<file path="src/rtl/core/rpi_divider.sv">
// Restoring divider, one quotient bit per cycle.
module rpi_divider #(
	parameter int NUM_W = 48,
	parameter int DEN_W = 32
) (
	input  logic             clk,
	input  logic             arst_n,
	input  logic             go,
	input  logic [NUM_W-1:0] num,
	input  logic [DEN_W-1:0] den,
	output logic             done,
	output logic [NUM_W-1:0] quo
);
	localparam int CNT_W = $clog2(NUM_W + 1);
	logic [NUM_W-1:0] quo_q;
	logic [DEN_W:0]   rem_q;
	logic [DEN_W-1:0] den_q;
	logic [CNT_W-1:0] cnt_q;
	logic             run_q;
	logic [DEN_W:0]   trial;

	assign trial = {rem_q[DEN_W-1:0], quo_q[NUM_W-1]};

	always_ff @(posedge clk or negedge arst_n) begin
		if (!arst_n) begin
			run_q <= 1'b0;
			cnt_q <= '0;
			done  <= 1'b0;
		end else begin
			done <= 1'b0;
			if (go) begin
				run_q <= 1'b1;
				cnt_q <= CNT_W'(NUM_W);
			end else if (run_q) begin
				cnt_q <= cnt_q - 1'b1;
				if (cnt_q == CNT_W'(1)) begin
					run_q <= 1'b0;
					done  <= 1'b1;
				end
			end
		end
	end

	always_ff @(posedge clk) begin
		if (go) begin
			quo_q <= num;
			rem_q <= '0;
			den_q <= den;
		end else if (run_q) begin
			if (trial >= {1'b0, den_q}) begin
				rem_q <= trial - {1'b0, den_q};
				quo_q <= {quo_q[NUM_W-2:0], 1'b1};
			end else begin
				rem_q <= trial;
				quo_q <= {quo_q[NUM_W-2:0], 1'b0};
			end
		end
	end

	assign quo = quo_q;
endmodule

</file>
<file path="config.mk">
export PLATFORM = sky130hd
export DESIGN_NAME = rpi_divider
export DESIGN_NICKNAME = d
export VERILOG_FILES = /design/src/rtl/core/rpi_divider.sv
export SDC_FILE = /design/constraint.sdc
export NUM_CORES = 1
export LEC_CHECK = 0
export ABC_AREA = 0
export BUFFER_PORTS_ARGS = -buffer_cell sky130_fd_sc_hd__buf_2
export CAP_MARGIN = 10
export CORE_MARGIN = 5
export CORE_UTILIZATION = 40
export DETAILED_ROUTE_END_ITERATION = 16
export PLACE_DENSITY = 0.65
export SYNTH_ARGS = -nofsm -noshare
export SYNTH_HDL_FRONTEND = slang
export SYNTH_SLANG_ARGS = --single-unit
</file>
<file path="constraint.sdc">
create_clock -name clk -period 3.6 [get_ports clk]
set_clock_uncertainty 0.2 [all_clocks]
set_input_delay 0.72 -clock clk [delete_from_list [all_inputs] [get_ports clk]]
set_output_delay 0.72 -clock clk [all_outputs]
set_load 0.02 [all_outputs]
</file>
# --- Word level (Yosys, flattened, before mapping) ---
# Cells that the tools add are included.
# Widths: inputs -> output; s select.
word_totals:
  romBits: 0
  latch_bits: 0
  ff_bits: 120
  output_inout_bits: 49
  wordCells: 23
  n_memories: 0
  ramBits: 0
  in_bits: 83
classes:
  reduce_logical: 1
  add_sub_neg: 2
  shifts: 0
  eq_ne: 1
  div: 0
  muxes: 12
  mul: 0
  n_lt_le_gt_ge: 1
  bitwise: 0
ops:
  columns: ["op", "n"]
  rows:
  - ["$mux 48", 2]
  - ["$ge 33x32->1", 1]
  - ["$mux 32", 1]
  - ["$sub 32x32->32", 1]
  - ["$mux 6", 2]
  - ["$mux 1", 7]
  - ["$eq 6x1->1 const B", 1]
  - ["$sub 6x1->6 const B", 1]
  - ["$reduce_bool 2->1", 1]

# --- Longest topological paths before layout ---
logic_depth:
  word_depth: 4
  ltp_mapped: 12
  ltp_nobuf: 11

# --- Worst setup path after synthesis ---
# No wires, ideal clock.
synth_timing:
  path_kind: "register -> register"
  from: "reg quo_q[47], in the netlist quo[47]"
  to: "reg rem_q[30]"
  arrival_time_ns: 2.657
  required_ns: 3.297
  setup_ns: 0.103
  path_slack_ns: 0.640
  stages_incl_launch_ff: 12
  path_buffers: 0
  path_cell_list: "edfxtp_1 -> inv_1 -> ha_1 -> fa_1 -> nor2b_1 -> o2111ai_1 -> a21boi_1 -> o2111a_1 -> or3_4 -> a2111oi_2 -> a31oi_1 -> a2111oi_2"
synth_via:
  elab_chain_cells: 2
  elab_cells_between_ends: 3
  cone_classes: "add/sub (1); order compare (1); mux (1)"
synth_lines:
  columns: ["item", "line_no", "text"]
  rows:
  - ["from (decl)", "15", "logic [NUM_W-1:0] quo_q;"]
  - ["from (signal assigned)", "46", "quo_q <= num;"]
  - ["from (signal assigned)", "52", "quo_q <= {quo_q[NUM_W-2:0], 1'b1};"]
  - ["from (signal assigned)", "55", "quo_q <= {quo_q[NUM_W-2:0], 1'b0};"]
  - ["$sub 32x32->32 / $ge 33x32->1 (equally long branches)", "51, 50", null]
  - ["$mux 32 (*)", "50", "if (trial >= {1'b0, den_q}) begin"]
  - ["to (signal assigned)", "51", "rem_q <= trial - {1'b0, den_q};"]
  - ["to (signal assigned)", "54", "rem_q <= trial;"]
  - ["to (decl)", "16", "logic [DEN_W:0] rem_q;"]
# Every way passes the cells marked *; elsewhere a longest branch is shown, timed or not.
# A chain may end at the register's enable or synchronous reset.

# --- Worst setup path in the final report ---
layout_timing:
  from: "reg den_q[9]"
  to: "reg rem_q[3]"
layout_via:
  elab_chain_cells: 2
layout_lines:
  columns: ["item", "line_no", "text"]
  rows:
  - ["from (decl)", "17", "logic [DEN_W-1:0] den_q;"]
  - ["from (signal assigned)", "48", "den_q <= den;"]
  - ["$ge 33x32->1", "50", null]
  - ["$mux 32", "50", null]
# No other way between the ends.

==> metrics.csv <==
metric,value,unit
H-tree levels,4,
CTS buffer count,17,
grt ovf,0,
hold_buf cts,1,
part of the cycle the worst path needs,88.12,%
HP Class,input port to flip-flop,
count of cell types in the netlist,70,
Total Wirelength,16370,µm
total power,5464,µW
Total GRT Usage,17.16,%
post-cts resize count,0,
final hold vios,0,
Required @ worst endpoint,3.74,ns
CP max stage delay,0.58,ns
status,"finished, final reports clean",
Clock Sinks,120,
Tmin final,3.172,ns
"CP delay by family, top",compound AO/OA/AOI/OAI gates,
largest net degree at the start of global routing,49,
crit path max-delay cell type,o41ai_1,
Cells after Synth,627,
Buffers & Inverters on Critical Path,2,
CTS tree,yes,
Static Leak,0.003564,µW
I/O pins,132,
DP HPWL,12150,µm
Initial Util,40.76,%
crit-path max FO,10,
Synth Cell Area,6759,µm²
kind of start point of the critical path,flip-flop,
crit-path cells,inv_1 -> ha_1 -> nand4_2 -> o22ai_1 -> or2_2 -> nor4_2 -> o41ai_1 -> nand2_1 -> buf_4 -> o31a_1 -> a211oi_1,
die area,19600,µm²
number of synthesized register bits,120,
number of global-route vias before repair,5518,
Core Rows,47,
setup TNS,0,ns
RePlAce Congestion,0.8880,
Routed WL per cell,16.42,µm
worst-margin pin slew,0.6212,ns
DR vias/cell,5.320,
Final setup viols,0,
sequential area share after synthesis,47.98,%
Worst-path clk slew,0.06,ns
CTS Root Cell,clkbuf_16,
kind of critical path,flip-flop to flip-flop,
RSZ-0062 raised after global routing,no,
share of cells above drive strength 1,30.50,%
Diodes inserted,0,
"Top FF cell, synth",edfxtp_1,
pins over their slew limit,0,
vias post-DR,5304,
hold_ws,0.2643,ns
Cell Pwr Density,659.5,nW/µm²
synthesis-to-finish area growth,22.57,%
Syn Nets,745,
Worst Setup End Kind,flip-flop,
DR DRC count,0,
first-pass detailed-route iteration total,5,
Die H,140.0,µm
Max Root-Sink Buffers,2,
Syn Area/Cell,10.78,µm²
CORE AREA,16580,µm²
Worst EP arrival,3.31,ns
Synth async-reset ratio,6.667,%
"EDFF count, synth",80,
Synthesis Warnings,0,
I/O Buffers,131,
final net count,882,
Final ANT Viol Nets,0,
die span in x,140.0,µm
# Post-CTS Setup Buffers,0,
Rel. slew slack,58.34,%
VDD IR max,0.4247,mV
initial antenna violation count,1,
first-pass GRT wire length,27340,µm
Max Cap Viol,0,
maximum clock rate,315.2,MHz
worst-skew pair later-pin latency,0.43,ns
initial DRC count,283,
## cells in the final DEF, fill, tap and decap left out, types with 8 or more instances in the layout
cell	count
xnor2_1	12
xor2_1	11
clkbuf_16	17
dfxtp_1	32
ha_1	34
a21oi_1	36
a21o_1	8
nor2_1	52
a211oi_1	16
edfxtp_1	80
o21a_1	12
o21ai_0	23
inv_1	44
mux2i_1	15
mux2_2	48
buf_2	130
nand2_1	39
buf_4	10
dfrtp_1	8
nor3_1	15
## stage by stage
step           setup WS, ns  utilization, %  cell area [µm²]  instances
5_1_grt              0.1882           49.95             8284        997
6_report             0.4279           49.95             8284        997
4_1_cts              0.3830           49.95             8284        997
3_5_place_dp         0.4111           46.19             7660        964
3_3_place_gp         0.4687           46.19             7660        964
2_1_floorplan        0.6398               -             6759        627
## report_power, final
group	internal [µW]	total, µW	switching (µW)
registers	1700	1840	145
clock network	1100	1780	680
logic	784	1830	1050
## state kept, by name, indices dropped and copies added, names as in the netlist
signal,flops
rem_q,32
cnt_q,6
den_q,32
done,1
run_q,1
quo,48
## synth_stat cells (12+ instances only)
cell,instances,area (µm²)
a211oi_1,16,120.1
a21oi_1,36,180.2
dfxtp_1,32,640.6
edfxtp_1,80,2402
ha_1,34,425.4
inv_1,45,168.9
mux2_2,48,540.5
mux2i_1,15,150.1
nand2_1,39,146.4
nor2_1,52,195.2
nor3_1,15,75.07
o21a_1,12,90.09
o21ai_0,23,115.1
xnor2_1,12,105.1
## worst paths after layout
kind,from,endpoint,slack (ns),depth (start not counted)
min in group asynchronous,arst_n,cnt_q[3]$_DFFE_PN0P_,0.47,2
worst max register to register,den_q[9]$_DFFE_PP_,rem_q[3]$_SDFFE_PP0P_,0.43,11
worst min register to register,rem_q[11]$_SDFFE_PP0P_,rem_q[11]$_SDFFE_PP0P_,0.28,2
worst min-delay path,den[2],den_q[2]$_DFFE_PP_,0.26,1
worst max-delay path,den_q[9]$_DFFE_PP_,rem_q[3]$_SDFFE_PP0P_,0.43,11
max in group asynchronous,arst_n,run_q$_DFF_PN0_,2.55,2
## cell families after synthesis
logic type / synth area share [%]
AO/OA/AOI/OAI: 15.49
XOR/XNOR: 2.980
adder cells (fa/ha/maj): 6.590
buffers and inverters: 4.276
flip-flops: 47.98
multiplexers: 10.22
AND/OR/NAND/NOR: 12.46
## layout make-up
type	count	area, µm²
clock buffers	18	429.2
clock inverters	14	185.2
fillers	1545	8299
inverters	45	168.9
multi-input cells	438	3227
flip-flops and latches	120	3243
well taps	220	275.3
repair buffers	142	755.7
## metal layers
metal / global-route usage (%) / wire (µm)
met3: 7.123 / 1394
met2: 27.68 / 7542
met4: 4.742 / 194
met5: 0 / 11
met1: 21.29 / 7222
No activity file was read; power rests on OpenSTA's default activity.
