File: src/rtl/core/rpi_pkg.sv
// Shared types and constants of the radial profile interpolator.
package rpi_pkg;
	localparam logic CMD_LOAD  = 1'b0;
	localparam logic CMD_QUERY = 1'b1;
	localparam logic REG_RADIUS = 1'b0;
	localparam logic REG_POINTS = 1'b1;
	localparam int CFG_IDX_W = 1;
	localparam int CFG_DATA_W = 32;
	localparam int ABS_W = 17;
	localparam int VAL_W = 32;
	localparam int DIST_W = 17;

	// Segment hit handed from one table cell to the next.
	typedef struct packed {
		logic             found;
		logic [ABS_W-1:0] a0;
		logic [ABS_W-1:0] a1;
		logic [VAL_W-1:0] w0;
		logic [VAL_W-1:0] w1;
	} seg_t;
endpackage

File: src/rtl/core/rpi_cell.sv
// One table cell: holds a point and checks the segment it opens.
module rpi_cell (
	input  logic                         clk,
	input  logic                         wr,
	input  logic [rpi_pkg::ABS_W-1:0]    wr_abs,
	input  logic [rpi_pkg::VAL_W-1:0]    wr_val,
	input  logic                         chk,
	input  logic [rpi_pkg::DIST_W-1:0]   dist_in,
	input  logic [rpi_pkg::ABS_W-1:0]    next_abs,
	input  logic [rpi_pkg::VAL_W-1:0]    next_val,
	input  rpi_pkg::seg_t                seg_in,
	output rpi_pkg::seg_t                seg_out,
	output logic [rpi_pkg::ABS_W-1:0]    abs_out,
	output logic [rpi_pkg::VAL_W-1:0]    val_out
);
	logic [rpi_pkg::ABS_W-1:0] abs_q;
	logic [rpi_pkg::VAL_W-1:0] val_q;
	rpi_pkg::seg_t             hit;
	rpi_pkg::seg_t             seg_q;

	always_ff @(posedge clk) begin
		if (wr) begin
			abs_q <= wr_abs;
			val_q <= wr_val;
		end
	end

	assign abs_out = abs_q;
	assign val_out = val_q;

	// later cells override: highest matching index wins
	always_comb begin
		hit = seg_in;
		if (chk && dist_in >= abs_q && dist_in < next_abs) begin
			hit.found = 1'b1;
			hit.a0 = abs_q;
			hit.a1 = next_abs;
			hit.w0 = val_q;
			hit.w1 = next_val;
		end
	end

	// one cell per cycle along the chain
	always_ff @(posedge clk) begin
		seg_q <= hit;
	end

	assign seg_out = seg_q;
endmodule

File: config.mk
export PLATFORM = sky130hd
export DESIGN_NAME = rpi_cell
export DESIGN_NICKNAME = d
export VERILOG_FILES = /design/src/rtl/core/rpi_pkg.sv /design/src/rtl/core/rpi_cell.sv
export SDC_FILE = /design/constraint.sdc
export NUM_CORES = 1
export LEC_CHECK = 0
export BUFFER_PORTS_ARGS = -buffer_cell sky130_fd_sc_hd__buf_2
export CAP_MARGIN = 20
export CORE_AREA = 5 5 141 143
export CTS_CLUSTER_DIAMETER = 80
export DETAILED_ROUTE_END_ITERATION = 6
export DIE_AREA = 0 0 146 148
export GPL_TIMING_DRIVEN = 0
export PLACE_DENSITY = 0.66
export SLEW_MARGIN = 20
export SYNTH_ARGS = -nofsm -noshare
export SYNTH_HDL_FRONTEND = slang
export SYNTH_SLANG_ARGS = --single-unit
File: constraint.sdc
create_clock -name clk -period 3.4 [get_ports clk]
set_clock_uncertainty 0.15 [all_clocks]
set_input_delay 0.68 -clock clk [delete_from_list [all_inputs] [get_ports clk]]
set_output_delay 0.68 -clock clk [all_outputs]
set_load 0.005 [all_outputs]
# Word-level counts from Yosys, hierarchy flattened
# Index checks and enable logic that the tools add are counted.
[classes]
magnitude_cmp = 2
muxes = 1
n_reduce_logical = 2
[ops]
columns = ["operator", "n"]
rows = [
  ["$mux 98", 1],
  ["$ge 17x17->1", 1],
  ["$lt 17x17->1", 1],
  ["$logic_and 1x1->1", 2],
]
[word_totals]
reg_bits = 148
in_bits = 217
output_inout_bits = 148
elab_cells = 12

# Longest topological paths before layout
[logic_depth]
ltp_word = 4
ltp_mapped = 10
depth_no_buf = 8

# Worst setup path before layout
# No wires, ideal clock.
[synth_timing]
path_type = "input -> register"
start = "input port dist_in[10] (netlist bit)"
end = "register seg_q, in the netlist seg_out[88]"
setup_ps = 121
arrival_ps = 2595
required_time_ps = 3129
slack_ps = 534
stages = 9
path_buffers = 2
cell_sequence = "ha_1 -> a21oi_1 -> o21ai_1 -> a2111oi_1 -> a21oi_1 -> o221ai_4 -> buf_6 -> buf_8 -> mux2_4"
[synth_lines]
columns = ["element", "line", "rtl"]
rows = [
  ["start, declared", "rpi_cell.sv:8", "input logic [rpi_pkg::DIST_W-1:0] dist_in,"],
  ["end signal, assigned", "rpi_cell.sv:45", "seg_q <= hit;"],
  ["end, declared", "rpi_cell.sv:19", "rpi_pkg::seg_t seg_q;"],
]

==> results list <==
- Prior to clock tree synthesis, the placed netlist has a worst setup slack of -0.2610 ns.
- In this run, synthesis inferred just under 50 flip-flops with an integrated enable.
- Post-layout power: 4.472 mW
* Number of max-slew violations in the final report: 0
- Final worst-path cycle share: between 80% and 90%
- Fill cells in the final layout number between 1500 and 2000.
- The synthesized netlist occupies a cell area of 0.005530 mm2.
- Setup violations remaining at the end of the flow were counted as 0.
* Commonest non-fill, non-tap cell in the layout: sky130_fd_sc_hd__buf_2
- Across every metal layer, demand over resource in global routing totals approximately 15%.
* Iteration count of the initial detailed-routing pass: 4
- Area growth, synth to finish: 48.96%
- Via count of the first global-routing pass: 4610
* Cts bufs inserted: 17
- Setup slack on the worst reg-to-reg path comes out at roughly 0.47 ns.
- Setup_tns: 0 ns
- Share of synthesized flip-flops with an asynchronous set or reset: 0%
- In the routed design, unresolved DRC markers number 0.
- VDD sags by at most 0.3076 mV.
- Cell leakage power: 4.101 nW
* H-Tree Level Count: 4
- Die footprint: 0.02161 mm2
- Wire length reported by the detailed router: 16.63 mm
* Register bit count reported by yosys: about 150
- A synthesized cell averages approximately 15 um2.
- The floorplan has 50 rows.
- Data on the critical path arrives at its endpoint at roughly 3.1 ns.
* Critical Path RT: around 3.5 ns
- Summed over all nets, wire length on met3 after detailed routing comes to around 1.5 mm.
- Routed vias: ~4300
- After clock tree synthesis, the repair step resized 0 gates.
- Max Freq: around 0.34 GHz
* Highest Signal Layer: met5
- Remaining global-route overflow: 0
- The repair_antennas step left the layout with diodes totalling 0.
- Setup slack on the critical path of the routed design comes to about 0.47 ns.
- Count of different cell masters after synthesis: 28
- The number of hold-slack violations in the final timing report is 0.
- The initial utilization of the core area, before any placement, comes to between 20% and 30%.
- Clock-pin slew of the registers on the worst-case setup and hold paths: about 0.07 ns
* Outcome: completed
- Across the run, the number of max-cap violations was 0.
- Met2 layer wire length in the routed design: 8.429 mm
- Std-Cell Core Area: 0.01846 mm2
* Slew at the pin with the worst max-slew slack: 0.7238 ns
- The congestion estimate from routability-driven global placement came to 0.8005.
- Net count, final: 1007
- The min-delay analysis places its worst path in the category in -> reg.
- Drt first-iter violations: between 100 and 150
- Setup repair after global routing missed its margin: false
* Met1 layer wirelength in the final routing: roughly 6.5 mm
* Number of buffers inserted by port buffering: between 300 and 400
- Via density per instance: roughly 4.3
* Overall die width: roughly 150 um
- Entering global routing, the biggest net connects 50 pins.
- The clock period could shrink to slightly below 3 ns.
* Power per cell area: 542.8 mW/mm2
- Summing all multi-input logic gate instances after layout gives 0.001863 mm2.
* Maximum clock insertion buffer count: 2
- Sinks on the clock net: 148
- Floorplan die height: about 150 um
- Cells with a size suffix above 1 make up 66.23% of the layout.
- The worst setup path is captured at a flop.
- Dividing the detail-routed wire length by the instance count gives ~17 um.
- Among all flip-flop cells after synthesis, the most frequent one is sky130_fd_sc_hd__dfxtp_1.
- In this run the worst path has a maximum fanout of 10.
- Launching element type of the critical path: flop
* Boundary Pins: 365
- After legalization and detailed placement, the total HPWL measured around 13 mm.
- Synthesis produced a netlist with a net count of 622.
- First-pass GRT wire length: approximately 25 mm
- Gate Count Post-Synth: about 370
* Root buffer cell: sky130_fd_sc_hd__clkbuf_16
- Worst max-slew margin expressed relative to the limit: between 50% and 60%
* Clock insertion delay at the later pin of the skew report: approximately 0.42 ns
* Sequential cell area: 0.003453 mm2
- The initial antenna violation count came to 1.
* Antenna viol nets, final: 0
- Critical path class: reg -> reg
* Most frequent cells in the layout: 363 x sky130_fd_sc_hd__buf_2, 99 x sky130_fd_sc_hd__dfxtp_1, 89 x sky130_fd_sc_hd__mux2_2, 49 x sky130_fd_sc_hd__edfxtp_1, 34 x sky130_fd_sc_hd__inv_1
- The Yosys step of the flow raised 0 warnings.
- Sequential elements use a little over three fifths of the synthesized area.
- TritonCTS built the clock tree.
-- metrics by stage --
| stage | area (um2) | std cells | utilization (%) | hold slack (ns) |
|---|---|---|---|---|
| final | 8238 | 1004 | 44.64 | 0.2846 |
| after global routing | 8238 | 1004 | 44.64 | 0.2563 |
| after CTS | 8210 | 1002 | 44.49 | 0.2640 |
| after detailed placement | 7647 | 970 | 41.44 | 0.3349 |
| after global placement | 7645 | 970 | 41.42 | 0.3249 |
| after floorplan | 5530 | 372 | - | 0.3533 |
-- critical path, cell delays in order, from the launching register on --
cell,delay (ns)
sky130_fd_sc_hd__edfxtp_1,0.41
sky130_fd_sc_hd__inv_1,0.09
sky130_fd_sc_hd__ha_1,0.23
sky130_fd_sc_hd__a21oi_1,0.13
sky130_fd_sc_hd__o21ai_1,0.13
sky130_fd_sc_hd__a2111oi_1,0.46
sky130_fd_sc_hd__a21oi_1,0.18
sky130_fd_sc_hd__o221ai_4,0.23
sky130_fd_sc_hd__buf_12,0.16
sky130_fd_sc_hd__buf_6,0.15
sky130_fd_sc_hd__buf_8,0.17
sky130_fd_sc_hd__mux2_4,0.31
-- power breakdown --
part	leakage, nW	internal (mW)	switching, mW	total, mW
registers	1.31	1.99	0.0553	2.05
clock network	0.278	0.968	0.822	1.79
logic	2.51	0.365	0.267	0.632
total	4.10	3.33	1.14	4.47
-- logic make-up after synthesis --
kind of cell | synth area share [%]
compound gates | 3.507
fa+ha+maj | 7.466
buf+inv | 3.869
flops | 62.44
mux | 20.57
simple gates | 2.150
-- layout make-up --
cell class,instances,share of cell area [%]
inverters,34,1.549
clock buffers,17,5.164
flip-flops and latches,148,41.92
clock inverters,15,1.671
plain buffers,10,1.048
well taps,234,3.554
repair buffers,366,22.48
multi-input cells,180,22.62
-- state kept, by name, summed over array words and instances (netlist names) --
register / flops
seg_out: 99
val_out: 32
abs_out: 17
-- synthesized netlist by cell type, types with 2 or more instances --
cell,number,area share [%]
sky130_fd_sc_hd__edfxtp_1,49,27
sky130_fd_sc_hd__inv_1,34,2.3
sky130_fd_sc_hd__dfxtp_1,99,36
sky130_fd_sc_hd__nand3_1,3,0.27
sky130_fd_sc_hd__nand2_1,7,0.48
sky130_fd_sc_hd__o21ai_0,3,0.27
sky130_fd_sc_hd__mux2_4,9,2.4
sky130_fd_sc_hd__a21oi_1,11,1.0
sky130_fd_sc_hd__a21o_1,5,0.68
sky130_fd_sc_hd__nor2_1,4,0.27
sky130_fd_sc_hd__buf_4,8,1.1
sky130_fd_sc_hd__and4_1,2,0.32
sky130_fd_sc_hd__nand4_1,3,0.34
sky130_fd_sc_hd__ha_1,33,7.5
sky130_fd_sc_hd__mux2_2,89,18
-- metal layers --
| metal | track usage (%) | vias up |
|---|---|---|
| met5 | 0 | - |
| met4 | 4.421 | 2 |
| li1 | - | 2102 |
| met1 | 17.06 | 1982 |
| met2 | 26.45 | 211 |
| met3 | 6.560 | 17 |
-- repair_timing --
action	CTS	global route
hold buffers	0	0
setup endpoints to repair	0	39
endpoints found under the hold margin	0	0
buffers inserted	0	2
-- final timing paths --
check,from,endpoint,cells past startpoint
worst max-delay path,abs_out[10],seg_out[88],11
worst min-delay path,wr_val[5],val_out[5],1
worst max register to register,abs_out[10],seg_out[88],11
worst min register to register,val_out[23],seg_out[55],1
(Power assumes the default switching activity.)
